**src/rtl/core/utf8v_pkg.sv**
```systemverilog
// Shared types and constants for the UTF-8 string validator.
`default_nettype none

package utf8v_pkg;

  localparam int unsigned CountW = 12;
  localparam int unsigned DefaultLengthLimit = 4095;
  localparam logic [CountW-1:0] MaxBytesReset = 12'd80;
  localparam logic AllowEmptyReset = 1'b0;

  typedef enum logic [2:0] {
    ErrOk      = 3'd0,
    ErrEmpty   = 3'd1,
    ErrLong    = 3'd2,
    ErrControl = 3'd3,
    ErrLead    = 3'd4,
    ErrCont    = 3'd5,
    ErrTrunc   = 3'd6,
    ErrRange   = 3'd7
  } err_e;

  typedef enum logic {
    CfgMaxBytes   = 1'b0,
    CfgAllowEmpty = 1'b1
  } cfg_idx_e;

  typedef struct packed {
    logic [7:0] data_byte;
    logic       last_byte;
    logic       empty_string;
  } in_item_t;

  typedef struct packed {
    logic              valid_res;
    logic [2:0]        error_code;
    logic [CountW-1:0] byte_count;
  } out_item_t;

  typedef struct packed {
    logic [CountW-1:0] count;
    logic              overflow;
    logic [1:0]        pending;
    logic [20:0]       codepoint;
    logic [7:0]        lead;
    err_e              first_error;
  } str_state_t;

endpackage

`default_nettype wire

```
**src/rtl/core/utf8v_step.sv**
```systemverilog
// Per-byte state update and end-of-string verdict of the UTF-8 validator.
`default_nettype none

module utf8v_step import utf8v_pkg::*; #(
  parameter int unsigned LengthLimit = DefaultLengthLimit
) (
  input  str_state_t        state_i,
  input  in_item_t          item_i,
  input  logic [CountW-1:0] max_bytes_i,
  input  logic              allow_empty_i,
  output str_state_t        state_o,
  output logic              res_valid_o,
  output out_item_t         res_o
);

  localparam logic [CountW-1:0] CountCap =
    (LengthLimit > 4095) ? 12'd4095 : CountW'(LengthLimit);

  str_state_t upd;
  logic [7:0]  b;
  logic [20:0] cp_nxt;
  logic [1:0]  pend_dec;
  err_e        code;

  assign b        = item_i.data_byte;
  assign cp_nxt   = {state_i.codepoint[14:0], b[5:0]};
  assign pend_dec = state_i.pending - 2'd1;

  always_comb begin
    upd = state_i;
    if (state_i.count < CountCap) begin
      upd.count = state_i.count + 12'd1;
    end else begin
      upd.overflow = 1'b1;
    end

    if (state_i.first_error != ErrOk) begin
      if (state_i.first_error == ErrCont && state_i.pending != 2'd0) begin
        upd.pending = pend_dec;
      end
    end else if (state_i.pending == 2'd0) begin
      if (b < 8'h80) begin
        if (b < 8'h20 || b == 8'h7f) begin
          upd.first_error = ErrControl;
        end
      end else if (b >= 8'hc2 && b <= 8'hdf) begin
        upd.pending   = 2'd1;
        upd.codepoint = {16'd0, b[4:0]};
        upd.lead      = b;
      end else if (b >= 8'he0 && b <= 8'hef) begin
        upd.pending   = 2'd2;
        upd.codepoint = {17'd0, b[3:0]};
        upd.lead      = b;
      end else if (b >= 8'hf0 && b <= 8'hf4) begin
        upd.pending   = 2'd3;
        upd.codepoint = {18'd0, b[2:0]};
        upd.lead      = b;
      end else begin
        upd.first_error = ErrLead;
      end
    end else begin
      upd.pending = pend_dec;
      if (b[7:6] != 2'b10) begin
        upd.first_error = ErrCont;
      end else begin
        upd.codepoint = cp_nxt;
        if (pend_dec == 2'd0) begin
          if ((state_i.lead == 8'he0 && cp_nxt < 21'h800) ||
              (state_i.lead == 8'hed && cp_nxt >= 21'hd800) ||
              (state_i.lead == 8'hf0 && cp_nxt < 21'h10000) ||
              cp_nxt > 21'h10ffff) begin
            upd.first_error = ErrRange;
          end
        end
      end
    end

    if (upd.overflow || upd.count > max_bytes_i) begin
      code = ErrLong;
    end else if ((upd.first_error == ErrOk || upd.first_error == ErrCont) &&
                 upd.pending != 2'd0) begin
      code = ErrTrunc;
    end else begin
      code = upd.first_error;
    end

    state_o     = upd;
    res_valid_o = 1'b0;
    res_o       = '{valid_res: (code == ErrOk), error_code: code, byte_count: upd.count};

    if (item_i.empty_string) begin
      state_o     = '0;
      res_valid_o = 1'b1;
      res_o       = '{valid_res: allow_empty_i,
                      error_code: (allow_empty_i ? ErrOk : ErrEmpty),
                      byte_count: '0};
    end else if (item_i.last_byte) begin
      state_o     = '0;
      res_valid_o = 1'b1;
    end
  end

endmodule

`default_nettype wire

```
**src/rtl/core/utf8_string_validator.sv**
```systemverilog
// Top level of the UTF-8 string validator: input register, string state and result register.
`default_nettype none

// The block takes one string byte per transaction and can accept a new byte in every
// clock cycle while the input register is not stalled. Each byte is captured in an input
// register, then checked and folded into the string state, and a verdict is written to
// the result register when the byte marks the end of the string. The input register
// stalls only while a verdict waits in the result register and the byte behind it would
// produce another one. Configuration registers may be written only while no string is
// in flight.
module utf8_string_validator import utf8v_pkg::*; #(
  parameter int unsigned LengthLimit = DefaultLengthLimit
) (
  input  logic              clk_i,
  input  logic              rst_ni,
  input  logic              cfg_we_i,
  input  logic              cfg_idx_i,
  input  logic [CountW-1:0] cfg_wdata_i,
  input  logic              in_valid_i,
  output logic              in_ready_o,
  input  in_item_t          in_i,
  output logic              out_valid_o,
  input  logic              out_ready_i,
  output out_item_t         out_o
);

  logic [CountW-1:0] max_bytes_q;
  logic              allow_empty_q;
  logic              in_valid_q;
  in_item_t          in_q;
  str_state_t        state_q, state_d;
  logic              out_valid_q;
  out_item_t         out_q;
  logic              res_valid;
  out_item_t         res;
  logic              out_free;
  logic              advance;

  always_ff @(posedge clk_i or negedge rst_ni) begin
    if (!rst_ni) begin
      max_bytes_q   <= MaxBytesReset;
      allow_empty_q <= AllowEmptyReset;
    end else if (cfg_we_i) begin
      case (cfg_idx_e'(cfg_idx_i))
        CfgMaxBytes:   max_bytes_q   <= cfg_wdata_i;
        CfgAllowEmpty: allow_empty_q <= cfg_wdata_i[0];
        default:       max_bytes_q   <= max_bytes_q;
      endcase
    end
  end

  utf8v_step #(
    .LengthLimit(LengthLimit)
  ) u_step (
    .state_i      (state_q),
    .item_i       (in_q),
    .max_bytes_i  (max_bytes_q),
    .allow_empty_i(allow_empty_q),
    .state_o      (state_d),
    .res_valid_o  (res_valid),
    .res_o        (res)
  );

  assign out_free   = !out_valid_q || out_ready_i;
  assign advance    = in_valid_q && (!res_valid || out_free);
  assign in_ready_o = !in_valid_q || advance;

  always_ff @(posedge clk_i or negedge rst_ni) begin
    if (!rst_ni) begin
      in_valid_q  <= 1'b0;
      state_q     <= '0;
      out_valid_q <= 1'b0;
    end else begin
      if (in_ready_o) begin
        in_valid_q <= in_valid_i;
      end
      if (advance) begin
        state_q <= state_d;
      end
      if (out_free) begin
        out_valid_q <= advance && res_valid;
      end
    end
  end

  always_ff @(posedge clk_i) begin
    if (in_ready_o && in_valid_i) begin
      in_q <= in_i;
    end
    if (out_free && advance && res_valid) begin
      out_q <= res;
    end
  end

  assign out_valid_o = out_valid_q;
  assign out_o       = out_q;

  a_verdict_matches_code: assert property (@(posedge clk_i) disable iff (!rst_ni)
    out_valid_o |-> (out_o.valid_res == (out_o.error_code == ErrOk)))
    else $error("verdict bit disagrees with error code");

  a_empty_has_no_count: assert property (@(posedge clk_i) disable iff (!rst_ni)
    (out_valid_o && out_o.error_code == ErrEmpty) |-> (out_o.byte_count == '0))
    else $error("empty string verdict carries a byte count");

  a_no_result_overwrite: assert property (@(posedge clk_i) disable iff (!rst_ni)
    !(advance && res_valid && out_valid_q && !out_ready_i))
    else $error("result produced while result register is stalled");

  a_pending_only_clean: assert property (@(posedge clk_i) disable iff (!rst_ni)
    (state_q.pending != 2'd0) |->
      (state_q.first_error == ErrOk || state_q.first_error == ErrCont))
    else $error("open sequence after a non-continuation error");

  a_stall_means_full: assert property (@(posedge clk_i) disable iff (!rst_ni)
    !in_ready_o |-> (in_valid_q && out_valid_q))
    else $error("input stalled without a waiting result");

endmodule

`default_nettype wire

```
**config.mk**
```make
export PLATFORM = sky130hd
export DESIGN_NAME = utf8_string_validator
export DESIGN_NICKNAME = d
export VERILOG_FILES = /design/src/rtl/core/utf8v_pkg.sv /design/src/rtl/core/utf8v_step.sv /design/src/rtl/core/utf8_string_validator.sv
export SDC_FILE = /design/constraint.sdc
export NUM_CORES = 1
export LEC_CHECK = 0
export BUFFER_PORTS_ARGS = -buffer_cell sky130_fd_sc_hd__clkbuf_2
export CAP_MARGIN = 20
export CORE_UTILIZATION = 50
export CTS_BUF_LIST = sky130_fd_sc_hd__clkbuf_4 sky130_fd_sc_hd__clkbuf_8
export DETAILED_ROUTE_END_ITERATION = 8
export PLACE_DENSITY = 0.78
export SLEW_MARGIN = 0
export SYNTH_ARGS = -nofsm -noshare
export SYNTH_HDL_FRONTEND = slang
export SYNTH_SLANG_ARGS = --single-unit
```
**constraint.sdc**
```tcl
create_clock -name clk_i -period 3.4 [get_ports clk_i]
set_input_delay 0 -clock clk_i [delete_from_list [all_inputs] [get_ports clk_i]]
set_output_delay 0 -clock clk_i [all_outputs]
set_load 0.1 [all_outputs]
```
==> results.cfg <==
[cells_and_area]
finalCoreUtilization_pct = 62.11
antennaDiodeCount = 0
fin_cells = 621
drive_gt1_share_pct = 18.02
syn_to_final_growth_pct = 21.24
design_area_um2 = 5077
layout.nets = 554

[sta]
hold_slack_ns = 0.1033
period_needed_ns = 3.268
min_period_over_period_pct = 96.13
slew_headroom_pct = 40.96
skew_ns = 0.01008
finalSetupViolations = 0
tightest_slew_ns = 0.8838
fmax_mhz = 306.0
hold_violations = 0
drv_slew = 0

[clock_tree]
clk_pin_slew_ns = 0.08
cts_root_buffer = clkbuf_8
clock_latency_ns = 0.36
numCtsBuffers = 9
numClockSinks = 82
htreeDepth = 3
cts_tree = yes
cts_max_path_buffers = 2

[floorplanning]
initial_utilization_pct = 51.22
num_rows = 33
fp.dieW_um = 93.52
dieArea_um2 = 8745
io_pins = 46
core_um2 = 8175
die_height_um = 93.52

[global_route]
grt_pass1_wl_um = 16090
grt_max_degree = 32
grt_pass1_vias = 3322
antenna_found_initial = 0
grt_usage_pct = 24.05
grt-ovfl-total = 0

[placed_design]
hpwlAfterDp_um = 6395
place_inst = 577
placed_area_um2 = 4538
port_buffers = 45
finalWeightedCongestion = 0.8644

[yosys]
ys_ff_latch = 82
async_flop_share_pct = 68.29
seq_area_frac_synth_pct = 52.17
syn_area_um2 = 4188
synth-edff-count = 26
yosysWarningCount = 0
synth.avg_cell_area_um2 = 9.583
synth.distinct_cells = 52
syn_inst = 437
ys.flop_type = dfrtp_1
synthesis.nets = 480

[routing]
viasPerCell = 5.665
wl_met1_um = 4213
wl_um = 9679
route.met3.wl_um = 665
routed.top_layer = met4
wl_met2_um = 4593
vias = 3518
wl_per_cell_um = 15.59
drt_iter0_markers = 367
drc_errors = 0
ant_nets = 0
drtPass1Iterations = 5

[setup_path]
cpMaxStageDelayCell = dfrtp_1
crit_chain = ha_2 -> nand2_2 -> nor4_4 -> nor2_1 -> and3_1 -> xor2_2 -> ha_1 -> a211o_1 -> a21oi_2 -> o31ai_2 -> nor3_1 -> nand2_1 -> nand4bb_1 -> o21ai_0
slowest_delay_ns = 0.43
crit_fanout = 4
crit_path_start_kind = register
cp_data_arrival_time_ns = 3.48
required_ns = 3.61
endpoint_kind = register
crit_type = reg2reg

[pwr]
p_leak_nw = 2.289
p_switching_w = 0.0009112
totalPowerFinal_w = 0.002713
power_density_nw_per_um2 = 534.3
clockPowerShare_pct = 29.5
swShare_pct = 33.59
intPower_w = 0.001802
combPwrFrac_pct = 26.8
p_seq_share_pct = 43.7
vdd_ir_drop_max_uv = 404.0

[min_path]
hold_class = in2reg

[run]
maxCapViolations = 0

[run_status]
status = complete, no violations
[kinds of logic (layout without fill, tap and decap cells)]
family / Yosys count / after routing / share of synthesized area, %
XOR/XNOR: 10 / 10 / 2.092
adder cells (fa/ha/maj): 15 / 15 / 4.482
AND/OR/NAND/NOR: 173 / 173 / 19.60
flip-flops: 82 / 82 / 52.17
AO/OA/AOI/OAI: 112 / 112 / 16.73
buffers and inverters: 40 / 119 / 3.645
multiplexers: 5 / 5 / 1.285
[cell usage in the layout (no fill, tap or decap), types with 14 or more instances in the layout]
cell type,count
nand2_1,75
dfrtp_1,52
o21ai_0,51
clkbuf_2,45
nor2_1,37
dlygate4sd3_1,26
edfxtp_1,26
inv_1,23
a21oi_1,16
ha_1,14
[flip-flops by register name (all words and copies together), names as in the netlist]
name and flops:
out_valid_o 1, state_q 41, out_o 16, in_q 10, max_bytes_q 12, allow_empty_q 1
in_valid_q 1
[worst paths after layout]
path	start	endpoint	slack, ns	depth (start not counted)
worst min-delay path	cfg_idx_i	max_bytes_q[6]	0.10	5
worst min register to register	state_q[13]	state_q[13]	0.48	2
max in group asynchronous	rst_ni	max_bytes_q[6]	2.31	3
worst max-delay path	state_q[35]	out_o[15]	0.13	14
min in group asynchronous	rst_ni	state_q[18]	0.20	2
worst max register to register	state_q[35]	out_o[15]	0.13	14
[power by group through the flow]
| stage | logic (W) | registers [W] | clock network [W] |
|---|---|---|---|
| after floorplan | 0.000393 | 0.00132 | 0 |
| after global placement | 0.000659 | 0.00120 | 0 |
| after detailed placement | 0.000679 | 0.00120 | 0 |
| after CTS | 0.000708 | 0.00118 | 0.000813 |
| after global routing | 0.000790 | 0.00120 | 0.000851 |
| final | 0.000727 | 0.00119 | 0.000800 |
[critical path, delay by kind of cell (launching register included)]
| kind | cells | cell delay, ns |
|---|---|---|
| xor gates and xnor gates | 1 | 0.18 |
| DFF | 1 | 0.43 |
| and+or+nand+nor | 7 | 1.28 |
| adders and majority gates | 2 | 0.54 |
| AOI/OAI and AO/OA | 4 | 0.70 |
[cell type report]
class	count	area, um2
multi-input cells	315	1892
flip-flops and latches	82	2187
well taps	105	131.4
fillers	644	3098
repair buffers	80	553.0
clock inverters	5	76.32
inverters	23	86.33
clock buffers	11	151.4
[synth_stat cells (4+ instances only)]
cell type	n	area, um2
nor2_1	38	142.6
xor2_1	7	61.31
nand4_1	7	43.79
nand2_1	76	285.3
o31ai_1	5	37.54
nand2b_1	4	25.02
clkbuf_1	15	56.30
o21a_1	6	45.04
a22o_1	4	35.03
ha_1	15	187.7
inv_1	23	86.33
nand3_1	5	25.02
o21ai_0	51	255.2
edfxtp_1	26	780.8
and2_1	6	37.54
nor3_1	14	70.07
a21oi_1	17	85.08
dfrtp_1	54	1351
nor2b_1	4	25.02
a21o_1	7	52.55
[through the flow]
stage	setup slack, ns	setup TNS, ns
floorplan	0.2176	0
global placement	0.2836	0
detailed placement	0.06996	0
CTS	0.04053	0
global route	-0.01072	-0.01072
finish	0.1317	0
[routing by layer]
metal	vias to the layer above	global-route usage, %
li1	1695	-
met1	1640	32.31
met2	159	38.42
met3	24	4.390
met4	0	9.872
met5	-	0
[timing repair]
action	4_1_cts	5_1_grt
hold endpoints to repair	50	0
setup buffers	0	2
hold buffers	26	0
gates resized for setup	0	10
endpoints found under the setup margin	0	4
Power figures use the tool's default switching activity.
